<file path="src/mpwm_pkg.sv">
// mpwm_pkg: shared types, codes and sizes for the multichannel pwm generator
// depends on nothing; used by every module under src

package mpwm_pkg;

  localparam int CHANNELS    = 8;
  localparam int CH_IDX_W    = $clog2(CHANNELS);
  localparam int CMD_W       = 2;
  localparam int CHAN_W      = 3;
  localparam int LEVEL_W     = 8;
  localparam int TIME_W      = 16;
  localparam int PIN_W       = 8;
  localparam int FLIP_W      = 32;
  localparam int PROD_W      = LEVEL_W + TIME_W;
  localparam int S_DATA_W    = 32;
  localparam int M_DATA_W    = PIN_W + FLIP_W;
  localparam int QUEUE_DEPTH = 2;
  localparam int QPTR_W      = $clog2(QUEUE_DEPTH);
  localparam int QCNT_W      = $clog2(QUEUE_DEPTH + 1);

  // input command codes
  localparam logic [CMD_W-1:0] CMD_LEVEL  = 2'd0;
  localparam logic [CMD_W-1:0] CMD_ENABLE = 2'd1;
  localparam logic [CMD_W-1:0] CMD_TICK   = 2'd2;

  // configuration register indexes
  localparam logic REG_PERIOD     = 1'b0;
  localparam logic REG_FULL_SCALE = 1'b1;

  // classified operation kinds handed to the back end
  typedef enum logic [1:0] {
    OP_LEVEL,
    OP_ENABLE,
    OP_TICK,
    OP_NOP
  } op_kind_t;

  typedef struct packed {
    op_kind_t              kind;
    logic [CH_IDX_W-1:0]   channel;
    logic [LEVEL_W-1:0]    level;
    logic                  enable;
    logic [TIME_W-1:0]     dt;
  } op_t;

  typedef struct packed {
    logic [TIME_W-1:0]  period;
    logic [LEVEL_W-1:0] full_scale;
  } cfg_t;

  typedef struct packed {
    logic [FLIP_W-1:0] flip_total;
    logic [PIN_W-1:0]  pin_levels;
  } result_t;

endpackage

</file>
<file path="src/mpwm_front.sv">
// mpwm_front: unpacks input items and sorts them into operation kinds
// depends on mpwm_pkg; feeds mpwm_queue

module mpwm_front (
  input  logic                          s_tvalid,
  output logic                          s_tready,
  input  logic [mpwm_pkg::S_DATA_W-1:0] s_tdata,
  input  logic                          q_full,
  output logic                          push,
  output mpwm_pkg::op_t                 push_op
);

  logic [mpwm_pkg::CMD_W-1:0]  cmd;
  logic [mpwm_pkg::CHAN_W-1:0] chan;
  logic                        chan_ok;

  assign cmd  = s_tdata[1:0];
  assign chan = s_tdata[4:2];
  // channels beyond the implemented count turn level and enable into no-ops
  assign chan_ok = 32'(chan) < mpwm_pkg::CHANNELS;

  assign s_tready = !q_full;
  assign push     = s_tvalid && !q_full;

  always_comb begin
    push_op.channel = chan[mpwm_pkg::CH_IDX_W-1:0];
    push_op.level   = s_tdata[12:5];
    push_op.enable  = s_tdata[13];
    push_op.dt      = s_tdata[29:14];
    unique case (cmd)
      mpwm_pkg::CMD_LEVEL:  push_op.kind = chan_ok ? mpwm_pkg::OP_LEVEL  : mpwm_pkg::OP_NOP;
      mpwm_pkg::CMD_ENABLE: push_op.kind = chan_ok ? mpwm_pkg::OP_ENABLE : mpwm_pkg::OP_NOP;
      mpwm_pkg::CMD_TICK:   push_op.kind = mpwm_pkg::OP_TICK;
      default:              push_op.kind = mpwm_pkg::OP_NOP;
    endcase
  end

endmodule

</file>
<file path="src/mpwm_queue.sv">
// mpwm_queue: short fifo of classified operations between front and back end
// depends on mpwm_pkg

module mpwm_queue (
  input  logic          clk,
  input  logic          rst,
  input  logic          push,
  input  mpwm_pkg::op_t push_op,
  output logic          full,
  input  logic          pop,
  output logic          q_valid,
  output mpwm_pkg::op_t q_op
);

  mpwm_pkg::op_t                 entries [mpwm_pkg::QUEUE_DEPTH];
  logic [mpwm_pkg::QPTR_W-1:0]   wptr;
  logic [mpwm_pkg::QPTR_W-1:0]   rptr;
  logic [mpwm_pkg::QCNT_W-1:0]   count;

  assign full    = count == mpwm_pkg::QCNT_W'(mpwm_pkg::QUEUE_DEPTH);
  assign q_valid = count != '0;
  assign q_op    = entries[rptr];

  always_ff @(posedge clk) begin
    if (push) begin
      entries[wptr] <= push_op;
    end
  end

  always_ff @(posedge clk) begin
    if (rst) begin
      wptr  <= '0;
      rptr  <= '0;
      count <= '0;
    end else begin
      if (push) begin
        wptr <= wptr + 1'b1;
      end
      if (pop) begin
        rptr <= rptr + 1'b1;
      end
      if (push && !pop) begin
        count <= count + 1'b1;
      end else if (pop && !push) begin
        count <= count - 1'b1;
      end
    end
  end

endmodule

</file>
<file path="src/mpwm_back.sv">
// mpwm_back: channel state, level divider, per-channel tick sweep, result register
// depends on mpwm_pkg; takes operations from mpwm_queue

module mpwm_back (
  input  logic               clk,
  input  logic               rst,
  input  mpwm_pkg::cfg_t     cfg,
  input  logic               q_valid,
  input  mpwm_pkg::op_t      q_op,
  output logic               pop,
  output logic               m_valid,
  input  logic               m_ready,
  output mpwm_pkg::result_t  res
);

  localparam logic [2:0] S_IDLE = 3'd0;
  localparam logic [2:0] S_MUL  = 3'd1;
  localparam logic [2:0] S_DIV  = 3'd2;
  localparam logic [2:0] S_TICK = 3'd3;
  localparam logic [2:0] S_DONE = 3'd4;

  localparam int DIV_STEPS = mpwm_pkg::PROD_W;
  localparam int STEP_W    = $clog2(DIV_STEPS);

  logic [2:0]                        state;
  mpwm_pkg::op_t                     op;
  logic [mpwm_pkg::PROD_W-1:0]       dq;
  logic [mpwm_pkg::LEVEL_W-1:0]      rem;
  logic [STEP_W-1:0]                 step;
  logic [mpwm_pkg::CH_IDX_W-1:0]     tick_ch;

  logic [mpwm_pkg::TIME_W-1:0]       remaining [mpwm_pkg::CHANNELS];
  logic [mpwm_pkg::TIME_W-1:0]       on_time   [mpwm_pkg::CHANNELS];
  logic [mpwm_pkg::CHANNELS-1:0]     is_high;
  logic [mpwm_pkg::CHANNELS-1:0]     active;
  logic [mpwm_pkg::FLIP_W-1:0]       flip_count;

  // divider step
  logic [mpwm_pkg::LEVEL_W:0]        r2;
  logic                              q_bit;
  logic [mpwm_pkg::TIME_W-1:0]       quotient;

  // tick datapath for the channel under the sweep
  logic [mpwm_pkg::TIME_W-1:0]       ht;
  logic [mpwm_pkg::TIME_W-1:0]       left;
  logic [mpwm_pkg::TIME_W-1:0]       excess;
  logic [mpwm_pkg::TIME_W-1:0]       low_len;
  logic [mpwm_pkg::TIME_W-1:0]       phase;
  logic [mpwm_pkg::TIME_W-1:0]       new_rem;
  logic [mpwm_pkg::PIN_W-1:0]        pins;

  assign pop = (state == S_IDLE) && q_valid;

  always_comb begin
    r2       = {rem, dq[mpwm_pkg::PROD_W-1]};
    q_bit    = r2 >= {1'b0, cfg.full_scale};
    quotient = {dq[mpwm_pkg::TIME_W-2:0], q_bit};
  end

  always_comb begin
    ht      = on_time[tick_ch];
    left    = remaining[tick_ch];
    excess  = op.dt - left - 16'd1;
    low_len = (cfg.period > ht) ? cfg.period - ht : '0;
    phase   = is_high[tick_ch] ? low_len : ht;
    new_rem = (phase > excess) ? phase - excess : '0;
  end

  always_comb begin
    pins = '0;
    for (int c = 0; c < mpwm_pkg::PIN_W; c++) begin
      if (c < mpwm_pkg::CHANNELS) begin
        pins[c] = is_high[c];
      end
    end
  end

  always_ff @(posedge clk) begin
    if (pop) begin
      op <= q_op;
    end
    unique case (state)
      S_MUL: begin
        dq   <= {{mpwm_pkg::TIME_W{1'b0}}, op.level}
              * {{mpwm_pkg::LEVEL_W{1'b0}}, cfg.period};
        rem  <= '0;
        step <= STEP_W'(DIV_STEPS - 1);
      end
      S_DIV: begin
        rem  <= q_bit ? mpwm_pkg::LEVEL_W'(r2 - {1'b0, cfg.full_scale})
                      : r2[mpwm_pkg::LEVEL_W-1:0];
        dq   <= {dq[mpwm_pkg::PROD_W-2:0], q_bit};
        step <= step - 1'b1;
      end
      default: begin
      end
    endcase
  end

  always_ff @(posedge clk) begin
    if (rst) begin
      state      <= S_IDLE;
      tick_ch    <= '0;
      is_high    <= '0;
      active     <= '0;
      flip_count <= '0;
      m_valid    <= 1'b0;
      for (int c = 0; c < mpwm_pkg::CHANNELS; c++) begin
        remaining[c] <= '0;
        on_time[c]   <= '0;
      end
    end else begin
      if (m_valid && m_ready) begin
        m_valid <= 1'b0;
      end
      unique case (state)
        S_IDLE: begin
          if (q_valid) begin
            case (q_op.kind)
              mpwm_pkg::OP_LEVEL: begin
                if (q_op.level > cfg.full_scale) begin
                  state <= S_DONE;
                end else if (cfg.full_scale == '0) begin
                  on_time[q_op.channel]   <= '0;
                  remaining[q_op.channel] <= '0;
                  state                   <= S_DONE;
                end else begin
                  state <= S_MUL;
                end
              end
              mpwm_pkg::OP_ENABLE: begin
                active[q_op.channel] <= q_op.enable;
                state                <= S_DONE;
              end
              mpwm_pkg::OP_TICK: begin
                tick_ch <= '0;
                state   <= S_TICK;
              end
              default: begin
                state <= S_DONE;
              end
            endcase
          end
        end
        S_MUL: begin
          state <= S_DIV;
        end
        S_DIV: begin
          if (step == '0) begin
            on_time[op.channel]   <= quotient;
            remaining[op.channel] <= quotient;
            state                 <= S_DONE;
          end
        end
        S_TICK: begin
          if (active[tick_ch]) begin
            if (ht == '0) begin
              is_high[tick_ch] <= 1'b0;
            end else if (ht == cfg.period) begin
              is_high[tick_ch] <= 1'b1;
            end else if (op.dt <= left) begin
              remaining[tick_ch] <= left - op.dt;
            end else begin
              remaining[tick_ch] <= new_rem;
              is_high[tick_ch]   <= !is_high[tick_ch];
              flip_count         <= flip_count + 1'b1;
            end
          end
          if (tick_ch == mpwm_pkg::CH_IDX_W'(mpwm_pkg::CHANNELS - 1)) begin
            state <= S_DONE;
          end else begin
            tick_ch <= tick_ch + 1'b1;
          end
        end
        S_DONE: begin
          if (!m_valid || m_ready) begin
            m_valid        <= 1'b1;
            res.pin_levels <= pins;
            res.flip_total <= flip_count;
            state          <= S_IDLE;
          end
        end
        default: begin
          state <= S_IDLE;
        end
      endcase
    end
  end

`ifndef NO_ASSERTIONS
  // enables only change between commands, never in the middle of a sweep
  a_active_steady: assert property (@(posedge clk) disable iff (rst)
    state == S_TICK |=> $stable(active))
    else $error("channel enables changed during a tick sweep");

  // at most one toggle is counted per cycle
  a_flip_step: assert property (@(posedge clk) disable iff (rst)
    !rst |=> (flip_count == $past(flip_count))
          || (flip_count == $past(flip_count) + 32'd1))
    else $error("flip counter moved by more than one");

  // a finished command waits while the previous result is still held
  a_done_waits: assert property (@(posedge clk) disable iff (rst)
    state == S_DONE && m_valid && !m_ready |=> state == S_DONE)
    else $error("result overwritten before it was taken");
`endif

endmodule

</file>
<file path="src/multichannel_pwm_generator.sv">
// multichannel_pwm_generator: top level of the software-style pwm block
// depends on mpwm_pkg, mpwm_front, mpwm_queue, mpwm_back
//
//  channel  direction  handshake            payload
//  s_*      in         s_tvalid / s_tready  s_tdata: cmd, channel, level, enable, dt
//  m_*      out        m_tvalid / m_tready  m_tdata: pin_levels, flip_total
//  cfg_*    in         cfg_valid/cfg_ready  cfg_index, cfg_data (period, full_scale)
//
// every item gives exactly one result; the back end works one item at a time
// level: taken in idle, multiplied, run through the bit-serial divider, then posted
// tick: taken in idle, then a sweep over all 8 channels in turn, then posted
// enable, no-op and dropped level items go from idle straight to posting; a two-entry queue takes items while busy
// synchronous active-high reset clears all channel state, the queue and the result valid flag
// a stalled m_tready holds the result, and the back end waits in its done state; s_tready drops once the queue fills

module multichannel_pwm_generator (
  input  logic                          clk,
  input  logic                          rst,
  // input items
  input  logic                          s_tvalid,
  output logic                          s_tready,
  // [1:0] cmd, [4:2] channel, [12:5] level, [13] enable, [29:14] dt, [31:30] zero
  input  logic [mpwm_pkg::S_DATA_W-1:0] s_tdata,
  // result items
  output logic                          m_tvalid,
  input  logic                          m_tready,
  // [7:0] pin_levels, [39:8] flip_total
  output logic [mpwm_pkg::M_DATA_W-1:0] m_tdata,
  // configuration writes
  input  logic                          cfg_valid,
  output logic                          cfg_ready,
  input  logic                          cfg_index,
  input  logic [mpwm_pkg::TIME_W-1:0]   cfg_data
);

  mpwm_pkg::cfg_t    cfg;
  mpwm_pkg::op_t     push_op;
  mpwm_pkg::op_t     q_op;
  mpwm_pkg::result_t res;
  logic              push;
  logic              q_full;
  logic              q_valid;
  logic              pop;

  // configuration is always accepted; registers reset to their defaults
  assign cfg_ready = 1'b1;

  always_ff @(posedge clk) begin
    if (rst) begin
      cfg.period     <= 16'd2000;
      cfg.full_scale <= 8'd255;
    end else if (cfg_valid) begin
      unique case (cfg_index)
        mpwm_pkg::REG_PERIOD:     cfg.period     <= cfg_data;
        mpwm_pkg::REG_FULL_SCALE: cfg.full_scale <= cfg_data[mpwm_pkg::LEVEL_W-1:0];
        default: begin
        end
      endcase
    end
  end

  // front end: unpack and classify
  mpwm_front u_front (
    .s_tvalid (s_tvalid),
    .s_tready (s_tready),
    .s_tdata  (s_tdata),
    .q_full   (q_full),
    .push     (push),
    .push_op  (push_op)
  );

  // decoupling queue
  mpwm_queue u_queue (
    .clk     (clk),
    .rst     (rst),
    .push    (push),
    .push_op (push_op),
    .full    (q_full),
    .pop     (pop),
    .q_valid (q_valid),
    .q_op    (q_op)
  );

  // back end: channel state and result register
  mpwm_back u_back (
    .clk     (clk),
    .rst     (rst),
    .cfg     (cfg),
    .q_valid (q_valid),
    .q_op    (q_op),
    .pop     (pop),
    .m_valid (m_tvalid),
    .m_ready (m_tready),
    .res     (res)
  );

  assign m_tdata = {res.flip_total, res.pin_levels};

endmodule
</file>
<file path="config.mk">
export PLATFORM = sky130hd
export DESIGN_NAME = multichannel_pwm_generator
export DESIGN_NICKNAME = d
export VERILOG_FILES = /design/src/mpwm_pkg.sv /design/src/mpwm_front.sv /design/src/mpwm_queue.sv /design/src/mpwm_back.sv /design/src/multichannel_pwm_generator.sv
export SDC_FILE = /design/constraint.sdc
export NUM_CORES = 1
export LEC_CHECK = 0
export BUFFER_PORTS_ARGS = -buffer_cell sky130_fd_sc_hd__clkbuf_2
export CAP_MARGIN = 40
export CORE_MARGIN = 2
export CORE_UTILIZATION = 57
export DETAILED_ROUTE_END_ITERATION = 7
export GPL_TIMING_DRIVEN = 0
export PLACE_DENSITY_LB_ADDON = 0.3
export SETUP_SLACK_MARGIN = 0.02
export SLEW_MARGIN = 20
export SYNTH_ARGS = -nofsm -noshare
export SYNTH_HDL_FRONTEND = slang
export SYNTH_SLANG_ARGS = --single-unit
export TNS_END_PERCENT = 100
</file>
<file path="constraint.sdc">
create_clock -name clk -period 7.2 [get_ports clk]
set_input_delay 1.08 -clock clk [delete_from_list [all_inputs] [get_ports clk]]
set_output_delay 1.08 -clock clk [all_outputs]
set_load 0.05 [all_outputs]
</file>
==> Word-level counts from Yosys, hierarchy flattened <==
Memory sizes are Yosys's and may differ from the RTL's. A register that Yosys moved wholly into a read port is not among the register bits.
Index checks and enable logic that the tools add are counted.
{ "op_classes": {"addsub": 13, "mul": 1, "magnitude_cmp": 9, "eq_ne": 18, "n_mux": 89, "bitwise_logic": 9, "reduce_logical": 36} }
{ "op_table": {"columns": ["cell", "n"], "rows": [
  ["2-to-1 mux 16 bit", 9],
  ["OR reduction 16 bit", 5],
  ["subtractor 16 bit", 4],
  ["2-to-1 mux 3 bit", 18],
  ["case mux 24 bit (2 select lines)", 1],
  ["2-to-1 mux 1 bit", 43],
  ["adder 32 x 1 -> 32 bit, second input constant", 1],
  ["> comparator 16 bit", 2],
  ["2-to-1 mux 8 bit", 4],
  ["multiplier 8 x 16 -> 24 bit", 1],
  ["bitwise mux 8 bit", 2],
  ["equality test 16 bit", 1],
  ["<= comparator 16 bit", 1],
  ["logical NOT 16 bit", 1],
  ["case mux 8 bit (2 select lines)", 1],
  ["subtractor 16 x 1 -> 16 bit, second input constant", 1],
  ["case mux 3 bit (5 select lines)", 1],
  ["case mux 3 bit (2 select lines)", 2],
  ["case mux 5 bit (2 select lines)", 1],
  [">= comparator 9 x 8 -> 1 bit", 1],
  ["AND reduction 3 bit", 3],
  ["bitwise AND 8 bit", 1],
  ["> comparator 8 bit", 1],
  ["logical NOT 8 bit", 1],
  ["34 further kinds", 69]
]} }
{ "totals": {"register_bits": 187, "ram_bits": 316, "output_inout_bits": 43, "elab_cells": 197, "mem_count": 3} }
{ "memory_table": {"columns": ["name", "words", "width", "read_ports", "rd_clocked_by_memory_dff", "write_ports", "line", "source"], "rows": [
  ["u_back.on_time", 8, 16, 1, 1, 8, "mpwm_back.sv:33", "logic [mpwm_pkg::TIME_W-1:0] on_time [mpwm_pkg::CHANNELS];"],
  ["u_back.remaining", 8, 16, 1, 1, 8, "mpwm_back.sv:32", "logic [mpwm_pkg::TIME_W-1:0] remaining [mpwm_pkg::CHANNELS];"],
  ["u_queue.entries", 2, 30, 1, 1, 1, "mpwm_queue.sv:15", "mpwm_pkg::op_t entries [mpwm_pkg::QUEUE_DEPTH];"]
]} }

==> Depth between registers and ports, before layout <==
{ "logic_depth": {"depth_word": 12, "ltp_mapped": 29} }

==> By module <==
A second synthesis with hierarchy kept.
{ "unflattened": {"hier_cells": 2560, "hier_area_um2": 29261.8} }
{ "by_module_without_submodules": {"columns": ["mod", "n_inst", "cells_each", "area_each_um2", "seq_area_each_um2"], "rows": [
  ["mpwm_back", 1, 2313, 25607.1, 11971.5],
  ["mpwm_queue", 1, 115, 2364.8, 1901.8],
  ["multichannel_pwm_generator", 1, 100, 1062.3, 480.5],
  ["mpwm_front", 1, 32, 227.7, 0.0]
]} }

==> Worst setup path after synthesis <==
Ideal clock, no wire load.
{ "synth_path": {"path_kind": "register to register", "start": "reg (tool-made name)", "end": "mem u_back.remaining[0][15] (netlist name), data pin", "setup_ps": 146, "arrival_ps": 6584, "t_required_ps": 7054, "path_slack_ps": 470, "stages_incl_launch_ff": 27, "path_buffers": 6, "cell_sequence": "dfxtp_1 > clkbuf_1 > buf_1 > clkbuf_1 > clkbuf_1 > buf_1 > mux2i_1 > ha_1 > inv_1 > fa_1 > nor2b_1 > o21ai_0 > a21boi_0 > o21bai_1 > a21oi_1 > o41ai_1 > or4b_2 > o311a_1 > ha_1 > nand2_1 > o21ai_0 > mux2i_1 > a21oi_1 > nand2_1 > or4b_2 > clkbuf_1 > a21oi_1"} }
{ "synth_lines": {"columns": ["item", "line"], "rows": [
  ["end: declaration", "mpwm_back.sv:32"]
]} }

==> impl_metrics.py <==
metrics = {
    "status": {
        "status": "finished clean",
    },
    "route": {
        "viasPerCell": 6.26,
        "drc": 0,
        "ant_nets": 0,
        "wl_per_cell_um": 22.5,
        "wl_um": 80300,
        "via_count": 22300,
        "drt_first_pass_iters": 6,
        "drt_iter0_markers": 2539,
    },
    "clock_tree": {
        "numCtsBuffers": 52,
        "clock-sinks": 507,
        "cts-htree-levels": 2,
        "cts.clk_slew.worst_paths_ns": 0.06,
        "cts_root_buffer": "clkbuf_16",
        "cts_tree": "done",
        "cts_buffer_depth": 3,
        "insertion_delay_ns": 0.63,
    },
    "placement": {
        "dp_cells": 3452,
        "place.gp.congestion": 0.967,
        "dpl.hpwl_um": 59500,
        "dp_slack_ns": -1.94,
        "portBuffers": 91,
    },
    "timing": {
        "fmax_mhz": 145,
        "setup_slack_ns": 0.311,
        "fin_crit_sh_pct": 95.7,
        "worstMarginPinSlew_ns": 0.905,
        "hold_slack_ns": 0.464,
        "slew_headroom_pct": 39.1,
        "hold_viol": 0,
        "slew_viol_final": 0,
        "setup_violations": 0,
        "finalCriticalPeriod_ns": 6.89,
        "fin_worst_skew_ns": 0.0300,
    },
    "critical_path": {
        "arrival_ns": 7.34,
        "crit_type": "reg2reg",
        "cp_num_buf_inv": 5,
        "r2r_setup_slack_ns": 0.31,
        "path_common_cell": "a21oi_1",
        "slowest_stage": "mux2i_1",
        "critPathRequiredTime_ns": 7.65,
        "worstSetupStartpointType": "register",
        "path_delay_family": "compound AO/OA/AOI/OAI gates",
        "crit_path_end_kind": "register",
        "critPathMaxStageDelay_ns": 0.69,
        "path_max_fanout": 19,
    },
    "synthesis": {
        "ys_seq_area_share_pct": 49.1,
        "synth_cell_type_count": 79,
        "synth-edff-count": 420,
        "postSynthCellCount": 2670,
        "syn_area_sq_um": 29200,
        "syn_nets": 2939,
        "yosysTopAreaCellShare_pct": 43.2,
        "synthArstFlopShare_pct": 0,
        "ys_ff_latch": 507,
        "synth.area.top_cells": "edfxtp_1 43%, fa_1 6.0%, dfxtp_1 6.0%, ha_1 5.4%, mux4_2 4.6%",
        "yosysTopAreaCell": "edfxtp_1",
        "synthFlopType": "edfxtp_1",
        "synth_warnings": 0,
        "synth_area_per_cell_sq_um": 10.9,
    },
    "power_and_ir_drop": {
        "leakage_nw": 12.5,
        "p_total_mw": 14.3,
        "peakVddDrop_mv": 0.650,
        "power.density_nw_per_um2": 434,
    },
    "worst_hold_path": {
        "hold_path.startpoint": "u_back.flip_count[31]",
        "min_path_type": "reg2reg",
    },
    "finish": {
        "syn2layout_area_growth_pct": 12.6,
        "n_antenna_cell": 0,
        "final_cells": 3567,
        "fin_nets": 3121,
        "layout-drive-gt1-share_pct": 12.7,
        "n_fill_cell": 3816,
        "fin_util_pct": 65.3,
    },
    "floorplan": {
        "num_rows": 82,
        "fp.coreArea_sq_um": 50400,
        "ios": 97,
        "die_area_sq_um": 53100,
        "initial_core_util_pct": 58.0,
        "die_x_um": 230,
        "die_h_um": 230,
    },
    "grt": {
        "track_usage_pct": 30.3,
        "grt-ovfl-total": 0,
        "grt_pass1_vias": 22100,
        "grt_pass1_wl_um": 124000,
        "grt_max_degree": 30,
        "antenna_found_initial": 1,
    },
    "job": {
        "maxCapViolCount": 0,
    },
}
==> final cells by class <==
type                            instances  area (sq um)  share of cell area (%)
Tap cell                              672           841                    2.56
Multi-Input combinational cell       1855         13800                    42.0
Clock inverter                         29           322                   0.977
Sequential cell                       507         14400                    43.6
Inverter                              176           661                    2.01
Buffer                                128           557                    1.69
Clock buffer                           68          1480                    4.48
Timing Repair Buffer                  132           885                    2.69
==> cell usage after synthesis (11+ instances only) <==
master	instances
inv_1	175
and2_1	61
nand2_1	230
nand3b_1	11
nor2b_1	25
dfxtp_1	87
or4_1	22
a21o_1	34
ha_1	127
nand4_1	26
buf_1	22
nand2b_1	43
and3_1	19
nor4_1	26
xnor2_1	38
a211o_1	11
xor2_1	30
nand3_1	45
nor3_1	41
clkbuf_1	107
o21bai_1	13
edfxtp_1	420
a21oi_1	179
mux4_2	60
o31ai_1	14
a211oi_1	14
mux2i_1	45
nor2_1	327
fa_1	88
mux2_2	35
o211ai_1	11
o21ai_0	93
or3_1	29
o21a_1	20
a31oi_1	19
o22ai_1	16
==> per-layer routing <==
| metal | track usage (%) | wire length (um) | vias to the layer above | share of wire [%] |
|---|---|---|---|---|
| li1 | - | - | 9989 | - |
| met1 | 39.2 | 30900 | 10900 | 39 |
| met4 | 12.7 | 3260 | 0 | 4.1 |
| met3 | 7.98 | 8370 | 222 | 10 |
| met5 | 0 | 0 | - | 0 |
| met2 | 48.7 | 37800 | 1192 | 47 |
==> where the power goes <==
part	switching, mW	internal, mW
logic	4.43	3.01
clock network	1.17	1.64
registers	0.203	3.82
total	5.81	8.47
==> worst paths after layout <==
path                             endpoint  cells after the start
setup / recovery  u_back.remaining[5][13]                     25
hold / removal             u_back.res[39]                      0
setup reg to reg  u_back.remaining[5][13]                     25
hold reg to reg            u_back.res[39]                      0
==> cells by family after synthesis <==
group	Yosys count	synth area share [%]
muxes	142	7.59
xor gates and xnor gates	68	2.04
buffers and inverters	308	4.02
AOI/OAI and AO/OA	494	10.5
adders and majority gates	215	11.5
and+or+nand+nor	935	15.2
other	1	0.0128
DFF	507	49.1
==> what timing repair did <==
action | 4_1_cts | 5_1_grt
cloned | 0 | 0
buffers inserted | 0 | 3
pin swaps | 0 | 3
hold buffers | 0 | 0
resized for setup | 27 | 28
setup endpoints to repair | 222 | 128
==> registers in the layout (all words and copies together) (netlist names), named ones only <==
register           flops
u_back.on_time       128
u_back.remaining     128
u_queue.entries       60
u_back.res            40
u_back.flip_count     32
u_back.op             27
cfg                   24
u_back.dq             24
u_back.active          8
u_back.is_high         8
u_back.rem             8
u_back.step            5
u_back.state           3
u_back.tick_ch         3
u_queue.count          2
u_back.m_valid         1
u_queue.rptr           1
u_queue.wptr           1
==> metrics by stage <==
stage / setup TNS (ns) / cell area (sq um)
3_5_place_dp: -236.19 / 30800
6_report: 0 / 32900
2_1_floorplan: 0 / 29200
5_1_grt: -0.0288 / 32900
3_3_place_gp: -209.87 / 30500
4_1_cts: 0 / 32600
==> layout by cell type (no fill, tap or decap), drive strengths merged, types with 11 or more instances in the layout <==
master	n
and2	62
a31oi	19
xnor2	38
a211oi	14
nand3	45
o21ai	98
dfxtp	87
inv	179
o22ai	16
mux2	37
nor3	41
mux2i	45
ha	127
nand3b	11
o31ai	14
or3	29
buf	55
nor2b	25
a211o	11
mux4	60
and3	19
xor2	30
o21bai	13
nand2	230
edfxtp	420
clkbuf	273
clkinv	20
o211ai	11
nand2b	43
o21a	20
a21oi	179
fa	88
or4	22
a21o	34
nand4	26
nor2	327
nor4	26
Power figures use the tool's default switching activity.
